### config.mk
export PLATFORM = sky130hd
export DESIGN_NAME = wnnc_ctrl
export DESIGN_NICKNAME = d
export VERILOG_FILES = /design/src/design/wnnc_pkg.sv /design/src/design/wnnc_ctrl.sv
export SDC_FILE = /design/constraint.sdc
export NUM_CORES = 1
export LEC_CHECK = 0
export CAP_MARGIN = 15
export CORE_AREA = 10 10 72 119
export DETAILED_ROUTE_END_ITERATION = 7
export DIE_AREA = 0 0 82 129
export DONT_BUFFER_PORTS = 1
export PLACE_DENSITY = 0.63
export SYNTH_ARGS = -nofsm -noshare
export SYNTH_HDL_FRONTEND = slang
export SYNTH_SLANG_ARGS = --single-unit
### constraint.sdc
create_clock -name clk -period 2.9 [get_ports clk]
set_input_delay 0 -clock clk [delete_from_list [all_inputs] [get_ports clk]]
set_output_delay 0 -clock clk [all_outputs]
set_load 0.02 [all_outputs]
### src/design/wnnc_pkg.sv
// Shared types and constants for the weighted nearest-neighbour classifier.
`timescale 1ns / 1ps
`default_nettype none
package wnnc_pkg;

  localparam logic [1:0] KIND_WEIGHT     = 2'd0;
  localparam logic [1:0] KIND_TRAIN_ATTR = 2'd1;
  localparam logic [1:0] KIND_TRAIN_CLS  = 2'd2;
  localparam logic [1:0] KIND_QUERY      = 2'd3;

  localparam logic [1:0] CFG_ATTR_COUNT  = 2'd0;
  localparam logic [1:0] CFG_TRAIN_COUNT = 2'd1;
  localparam logic [1:0] CFG_THRESHOLD   = 2'd2;

  localparam int DIST_W = 52;
  localparam logic [DIST_W-1:0] DIST_MAX = {DIST_W{1'b1}};

  typedef struct packed {
    logic [1:0]  kind;
    logic [9:0]  sample_index;
    logic [5:0]  attr_index;
    logic [15:0] value;
    logic [7:0]  class_label;
    logic        exclude_enable;
    logic [9:0]  exclude_index;
    logic        last;
  } in_word_t;

  typedef struct packed {
    logic [7:0]        predicted_class;
    logic [DIST_W-1:0] min_distance;
    logic [9:0]        best_index;
    logic              hit;
    logic              no_candidate;
  } out_word_t;

  // controller -> datapath
  typedef struct packed {
    logic load;        // apply the accepted load/query word
    logic start;       // latch query context, clear search state
    logic sample_begin;// clear accumulator for a new sample
    logic mac;         // issue one attribute read/accumulate
    logic sample_end;  // compare finished sample against best
    logic finish;      // build result word
  } wnnc_cmd_t;

endpackage
`default_nettype wire

### src/design/wnnc_ctrl.sv
// Controller: sequences loads, the sample/attribute walk and result delivery.
`timescale 1ns / 1ps
`default_nettype none
module wnnc_ctrl #(
  parameter int MAX_TRAIN = 1024,
  parameter int MAX_ATTR  = 64,
  localparam int SW = (MAX_TRAIN > 1) ? $clog2(MAX_TRAIN) : 1,
  localparam int AW = (MAX_ATTR > 1) ? $clog2(MAX_ATTR) : 1
) (
  input  wire                   clk,
  input  wire                   rst_n,
  input  wire                   in_valid,
  input  wire wnnc_pkg::in_word_t in_word,
  output logic                  in_ready,
  output logic                  out_valid,
  input  wire                   out_ready,
  input  wire [6:0]             attr_count,
  input  wire [10:0]            train_count,
  output wnnc_pkg::wnnc_cmd_t   cmd,
  output logic [SW-1:0]         sample_idx,
  output logic [AW-1:0]         attr_idx,
  output logic                  skip_sample
);
  import wnnc_pkg::*;

  localparam logic [2:0] ST_IDLE  = 3'd0;
  localparam logic [2:0] ST_INIT  = 3'd1;
  localparam logic [2:0] ST_MAC   = 3'd2;
  localparam logic [2:0] ST_DRAIN = 3'd3;
  localparam logic [2:0] ST_CMP   = 3'd4;
  localparam logic [2:0] ST_FIN   = 3'd5;
  localparam logic [2:0] ST_FIN2  = 3'd6;
  localparam logic [2:0] ST_OUT   = 3'd7;

  localparam int CW = $clog2(MAX_TRAIN + 1) > 11 ? $clog2(MAX_TRAIN + 1) : 11;
  localparam int NW = $clog2(MAX_ATTR + 1) > 7 ? $clog2(MAX_ATTR + 1) : 7;

  logic [2:0]    state_r, state_nxt;
  logic [CW-1:0] s_r, s_nxt, nt_r, nt_nxt;
  logic [NW-1:0] a_r, a_nxt, na_r, na_nxt;
  logic [1:0]    dr_r, dr_nxt;
  logic          ex_en_r;
  logic [9:0]    ex_idx_r;

  logic accept;
  assign in_ready  = (state_r == ST_IDLE);
  assign out_valid = (state_r == ST_OUT);
  assign accept    = in_valid && in_ready;
  assign sample_idx = s_r[SW-1:0];
  assign attr_idx   = a_r[AW-1:0];
  assign skip_sample = ex_en_r && (CW'(ex_idx_r) == s_r);

  always_comb begin
    state_nxt = state_r;
    s_nxt = s_r; a_nxt = a_r; dr_nxt = dr_r;
    na_nxt = na_r; nt_nxt = nt_r;
    cmd = '0;
    case (state_r)
      ST_IDLE: begin
        cmd.load = accept;
        if (accept && in_word.kind == KIND_QUERY && in_word.last) begin
          cmd.start = 1'b1;
          na_nxt = (32'(attr_count) > 32'(MAX_ATTR)) ? NW'(MAX_ATTR) : NW'(attr_count);
          nt_nxt = (32'(train_count) > 32'(MAX_TRAIN)) ? CW'(MAX_TRAIN) : CW'(train_count);
          s_nxt = '0;
          state_nxt = ST_INIT;
        end
      end
      ST_INIT: begin
        if (s_r >= nt_r) state_nxt = ST_FIN;
        else begin
          cmd.sample_begin = 1'b1;
          a_nxt = '0;
          state_nxt = (na_r == '0) ? ST_CMP : ST_MAC;
        end
      end
      ST_MAC: begin
        cmd.mac = 1'b1;
        if (a_r + 1'b1 == na_r) begin
          dr_nxt = 2'd0;
          state_nxt = ST_DRAIN;
        end else a_nxt = a_r + 1'b1;
      end
      ST_DRAIN: begin
        dr_nxt = dr_r + 1'b1;
        if (dr_r == 2'd3) state_nxt = ST_CMP;
      end
      ST_CMP: begin
        cmd.sample_end = 1'b1;
        s_nxt = s_r + 1'b1;
        state_nxt = ST_INIT;
      end
      ST_FIN:  state_nxt = ST_FIN2;
      ST_FIN2: begin
        cmd.finish = 1'b1;
        state_nxt = ST_OUT;
      end
      ST_OUT: if (out_ready) state_nxt = ST_IDLE;
      default: state_nxt = ST_IDLE;
    endcase
  end

  always_ff @(posedge clk) begin
    if (!rst_n) state_r <= ST_IDLE;
    else state_r <= state_nxt;
    s_r <= s_nxt; a_r <= a_nxt; dr_r <= dr_nxt;
    na_r <= na_nxt; nt_r <= nt_nxt;
    if (cmd.start) begin
      ex_en_r  <= in_word.exclude_enable;
      ex_idx_r <= in_word.exclude_index;
    end
  end
endmodule
`default_nettype wire
==> metrics, run 1 <==
outcome finished clean; multi-input logic area ~1100 sq um; sequential share of power between 50% and 60%; worst-path cell chain ha_1, a21oi_1, o21ai_0, a211oi_1, o21ai_0, buf_4, a21oi_1, a21oi_1, dlygate4sd3_1; Comb pwr share a little over a tenth; row count 39; die area approximately 11000 sq um; FFs w/ async S/R, synth 0%; max-slew violation count 0; mapped cell area about 2900 sq um; Hold WS 0.0331 ns; Initial Utilization 44.0%; Sw Share between 20% and 30%; Reg area ~1500 sq um; crit path capture type flop; post-route total power about 0.0017 W; Slew @ Worst Pin between 0.4 and 0.5 ns; hold_buf cts 32; Die Width around 82 um; crit start category flop; Synth Register Bits 52; post_cts resized 0; Total Wirelength 6120 um; core area between 6000 and 7000 sq um; Antenna Cells 0; routed via count 1889; worst vdd rail ir drop between 400 and 500 uV; number of fill cells around 610; post-route setup TNS 0 ns; Util after Layout a little over half; Critical Path Max Stage Delay between 0.5 and 0.6 ns; WL/cell between 15 and 20 um; Area Overhead vs Synth 18.9%; RSZ-0062 raised after global routing no; initial antenna violation count 0; maxcap violations 0; setup bufs post-CTS 0; PD cells roughly 510 nW/um^2; clock slew at reported path FFs 0.07 ns; Worst Hold Class input port to flop; GRT Total Usage ~12%; clk_skew slightly above 0.007 ns; share of cells above drive strength 1 around a tenth; Final Critical Period approximately 2.7 ns; syn_nets around 350; setup violation total in the final timing report 0; IO buf count 0; cell-internal power between 0.001 and 0.0015 W; critical path's most frequent cell a21oi_1; RD Place Congestion about 0.87; vias in the first global route about 2100; Synthesis Warnings 0; clk_lat worst skew approximately 0.3 ns; clock share of power between 30% and 40%; length of the first detailed-routing pass in iterations 4; NumNets Final approximately 380; post-synthesis cell count 258; leakage 1.30 nW; final hold vios 0; H-tree Lvls 2; crit share post-route roughly 93%; worst-path maximum fanout 3; DRC errors left 0; Routed Antenna Nets 0; CP top delay family compound AO/OA/AOI/OAI gates; WP buf/inv 2; largest net degree at the start of global routing 22; slew margin rel. 70.8%; vias per cell between 5 and 6; fmax ~370 MHz; Sw Pwr around 0.00039 W; number of synthesized flops with an enable pin just under 50; Critical Path RT around 3.1 ns; CTS sink cnt 52; synth unique cells 37; CP max stage cell dlygate4sd3_1; CTS tree yes; Iter 0 DRT Violations 58; Post-DP Area approximately 2900 sq um; clk root buf clkbuf_16; # IOs 101; die height between 100 and 150 um; Seq/Total Area, Yosys ~53%; DP Wirelength 4730 um; gr ovfl total 0; CP arrival between 2 and 3 ns; critical path class flop to flop; post-route design area 3420 sq um; Max Buffers Root-to-Sink 2; TritonCTS Buffers 5; first-pass GRT wire length slightly above 10000 um; Synth Flop Type edfxtp_1; syn avg cell area between 10 and 15 sq um
[tightest hold or removal path, delay by kind of cell]
family | cells | cell delay, ns
compound gates | 1 | 0.11
simple gates | 3 | 0.17
[power groups by stage]
stage               clock (W)  sequential [W]  combinational [W]
floorplan                   0        0.000882           0.000134
finish               0.000674        0.000880           0.000182
detailed placement          0        0.000896           0.000146
global route         0.000708        0.000884           0.000205
CTS                  0.000691        0.000880           0.000185
global placement            0        0.000895           0.000143
[kinds of logic (layout without fill, tap and decap cells)]
family,Yosys count,count (layout),share of synthesized area (%)
xor gates and xnor gates,30,30,9.62
buffers and inverters,39,71,7.79
AOI/OAI and AO/OA,23,23,4.96
and+or+nand+nor,100,100,18.2
DFF,52,52,53.3
adders and majority gates,14,14,6.09
[layer usage]
metal | GRT usage [%] | part of all wire (%) | wire, um | up-vias
met5 | 0 | 0 | 0 | -
met1 | 11.1 | 33 | 2000 | 881
li1 | - | - | - | 942
met2 | 22.6 | 55 | 3380 | 55
met4 | 5.03 | 2.3 | 140 | 0
met3 | 5.93 | 9.8 | 597 | 11
[stage by stage]
stage                     worst slack (ns)  instances
after floorplan                      0.144        258
after global placement               0.430        332
after detailed placement             0.436        332
after CTS                            0.181        372
after global routing                0.0510        372
final                                0.196        372
[synth_stat cells, types with 2 or more instances]
cell	instances	share of area, %
edfxtp_1	49	51
nor2_1	24	3.1
nor2b_1	19	4.1
xor2_1	18	5.5
buf_4	16	4.2
nand2_1	16	2.1
inv_1	15	2.0
ha_1	14	6.1
xnor2_1	11	3.4
a21oi_1	10	1.7
nand3_1	8	1.4
clkbuf_1	6	0.78
and2_1	5	1.1
nor4_1	5	1.1
o21ai_0	5	0.87
and3_1	4	0.87
nor3_1	4	0.70
nor3b_1	4	1.0
dfxtp_1	3	2.1
a211oi_1	2	0.52
nand2b_1	2	0.44
nand4_1	2	0.44
or3_1	2	0.44
[registers in the layout (all words and copies together), names as in the netlist]
register	flops
ex_idx_r	10
s_r	11
dr_r	2
na_r	7
state_r	3
nt_r	11
ex_en_r	1
a_r	7
[layout by cell type, fill, tap and decap left out, types with 2 or more instances in the layout]
| cell | synthesis | final |
|---|---|---|
| buf_4 | 16 | 16 |
| and3_1 | 4 | 4 |
| nand3_1 | 8 | 8 |
| nor4_1 | 5 | 5 |
| a211oi_1 | 2 | 2 |
| clkbuf_16 | 0 | 5 |
| nor3_1 | 4 | 4 |
| edfxtp_1 | 49 | 49 |
| ha_1 | 14 | 14 |
| nand2b_1 | 2 | 2 |
| nor2_1 | 24 | 24 |
| o21ai_0 | 5 | 5 |
| a21oi_1 | 10 | 10 |
| xor2_1 | 18 | 18 |
| nor3b_1 | 4 | 4 |
| xnor2_1 | 11 | 11 |
| dlygate4sd3_1 | 0 | 32 |
| inv_1 | 15 | 15 |
| or3_1 | 2 | 2 |
| dfxtp_1 | 3 | 3 |
| nand4_1 | 2 | 2 |
| and2_1 | 5 | 5 |
| nor2b_1 | 19 | 19 |
| nand2_1 | 16 | 16 |
[final timing paths]
path / from / to / slack [ns] / cells after the start
max: s_r[2] / state_r[2] / 0.20 / 9
min: rst_n / state_r[0] / 0.03 / 4
max reg2reg: s_r[2] / state_r[2] / 0.20 / 9
min reg2reg: dr_r[0] / dr_r[0] / 0.58 / 1
[cell type report]
class / instances / area share, %
timing repair buffer: 48 / 12.9
sequential: 52 / 44.8
clock buffer: 5 / 3.66
tap: 82 / 3.00
inverter: 15 / 1.65
clock inverter: 3 / 1.24
multi-input combinational: 167 / 32.7
Power figures use the tool's default switching activity.
==> run 2: changes to the inputs <==
Clock period 2.9 ns to 3.45 ns, I/O delays scaled along.
==> metrics, run 2 (same netlist as run 1, synthesis figures left out) <==
Largest regs nt_r: 11 flops, s_r: 11 flops, ex_idx_r: 10 flops; Final Critical Period 2.76 ns (+0.0537 ns); RSZ-0062 raised after global routing no; Antenna Cells 0 (unchanged); length of the first detailed-routing pass in iterations 4 (unchanged); share of cells above drive strength 1 6.41% (-3.2 points); clk root buf clkbuf_16; CP top delay family compound AO/OA/AOI/OAI gates; Critical Path Max Stage Delay 0.57 ns (about the same); vias in the first global route 1981 (-6.7%); setup violation total in the final timing report 0 (unchanged); most frequent cells in the layout edfxtp_1, dlygate4sd3_1, nor2_1; DRC errors left 0 (unchanged); post_cts resized 0 (unchanged); sequential share of power 53.2% (+2.5 points); Comb pwr share 10.0% (-0.5 points); fmax 363 MHz (-1.9%); Worst path depth 10 (+1); crit path capture type flop; vias per cell 5.20 (+2.4%); Sw Share 22.3% (-0.42 points); Max Buffers Root-to-Sink 2 (unchanged); Critical Path RT 3.63 ns (+0.55 ns); row count 39 (unchanged); CP max stage cell edfxtp_1; NumNets Final 370 (-2.4%); clk_lat worst skew 0.29 ns (about the same); initial antenna violation count 0 (unchanged); Util after Layout 51.1% (-1.2 points); Setup WS pre-CTS 0.685 ns (+0.249 ns); DP Wirelength 4480 um (-5.2%); clock slew at reported path FFs 0.06 ns (about the same); worst-path cell chain inv_1, ha_1, nor2b_1, o21ai_0, a211oi_1, o21ai_0, buf_4, a21oi_1, a21oi_1, dlygate4sd3_1; CP arrival 2.93 ns (+0.04 ns); cell-internal power 0.00109 W (-19%); largest net degree at the start of global routing 32 (+45%); CTS tree yes; commonest non-fill, non-tap cell in the layout edfxtp_1; Crit Reg-Reg Startpoint s_r[0]; Sw Pwr 0.000313 W (-21%); Routed Antenna Nets 0 (unchanged); CTS sink cnt 52 (unchanged); core area 6540 sq um (unchanged); H-tree Lvls 2 (unchanged); crit share post-route 79.9% (-13 points); final hold vios 0 (unchanged); post-route setup TNS 0 ns (unchanged); Critical R2R Capture state_r[2]; hold_buf cts 32 (unchanged); # IOs 101 (unchanged); outcome finished clean; routed via count 1887 (-0.11%); worst-path maximum fanout 6 (+3); maxcap violations 0 (unchanged); die area 10600 sq um (unchanged); Slew @ Worst Pin 0.905 ns (+0.467 ns); crit start category flop; final worst setup slack 0.693 ns (+0.496 ns); Area Overhead vs Synth 16.2%; FF-to-FF setup slack 0.69 ns (+0.50 ns); Critical path origin s_r[0]; die height 129 um (unchanged); Initial Utilization 44.0% (unchanged); WL/cell 16.3 um (-1.0%); WP buf/inv 3 (+1); critical path class flop to flop; TritonCTS Buffers 5 (unchanged); critical path endpoint state_r[2]; slew margin rel. 39.1% (-32 points); clock share of power 36.8% (-2.0 points); IO buf count 0 (unchanged); leakage 1.25 nW (-3.6%); RD Place Congestion 0.863 (-0.94%); GRT Total Usage 11.8% (-0.61 points); Die Width 82 um (unchanged); Register-to-Register Path Depth 10 (+1); Total Wirelength 5910 um (-3.4%); max-slew violation count 0 (unchanged); clk_skew 0.00770 ns (+0.000499 ns); gr ovfl total 0 (unchanged); worst vdd rail ir drop 433 uV (-1.8%); setup bufs post-CTS 0 (unchanged); first-pass GRT wire length 9580 um (-5.1%); Iter 0 DRT Violations 43 (-26%); PD cells 421 nW/um^2 (-17%); Worst Hold Class input port to flop
==> run 2: layout make-up <==
cell class | count | area, sq um
Tap cell | 82 | 103
Inverter | 15 | 56.3
Timing Repair Buffer | 39 | 373
Clock buffer | 8 | 156
Multi-Input combinational cell | 167 | 1120
Fill cell | 586 | 3200
Sequential cell | 52 | 1530
==> run 2: per-layer routing <==
layer | GRT usage, % | wire length [um] | up-vias
li1 | - | - | 921
met1 | 11.1 | 1990 | 902
met2 | 21.6 | 3310 | 56
met3 | 4.81 | 518 | 8
met4 | 4.43 | 89 | 0
met5 | 0 | 0 | -
==> run 2: worst min path at each step <==
| stage | startpoint | cells past startpoint | to |
|---|---|---|---|
| 3_3_place_gp | in_word[2] | 0 | ex_idx_r[1] |
| 2_1_floorplan | in_word[11] | 0 | ex_en_r |
| 5_1_grt | rst_n | 4 | state_r[0] |
| 6_report | rst_n | 4 | state_r[0] |
| 4_1_cts | rst_n | 4 | state_r[0] |
| 3_5_place_dp | in_word[2] | 0 | ex_idx_r[1] |
==> run 2: power by group through the flow <==
stage / Clock (W) / Sequential [W] / Combinational (W)
after CTS: 0.000533 / 0.000748 / 0.000142
final: 0.000517 / 0.000747 / 0.000140
after global routing: 0.000551 / 0.000751 / 0.000158
after global placement: 0 / 0.000761 / 0.000107
after floorplan: 0 / 0.000741 / 0.000113
after detailed placement: 0 / 0.000762 / 0.000110
==> run 2: metrics by stage <==
step / total power, W / hold slack, ns / area [sq um] / instances
after floorplan: 0.000854 / 0.0989 / 2870 / 258
after global placement: 0.000868 / 0.0990 / 2860 / 323
after detailed placement: 0.000872 / 0.0990 / 2860 / 323
after CTS: 0.00142 / 0.0354 / 3340 / 363
after global routing: 0.00146 / 0.130 / 3340 / 363
final: 0.00140 / 0.0451 / 3340 / 363
==> run 2: worst min-delay path, stage by stage <==
cell     delay [ns]
nand4_1        0.06
nand2_1        0.06
a21oi_1        0.11
nor3_1         0.06
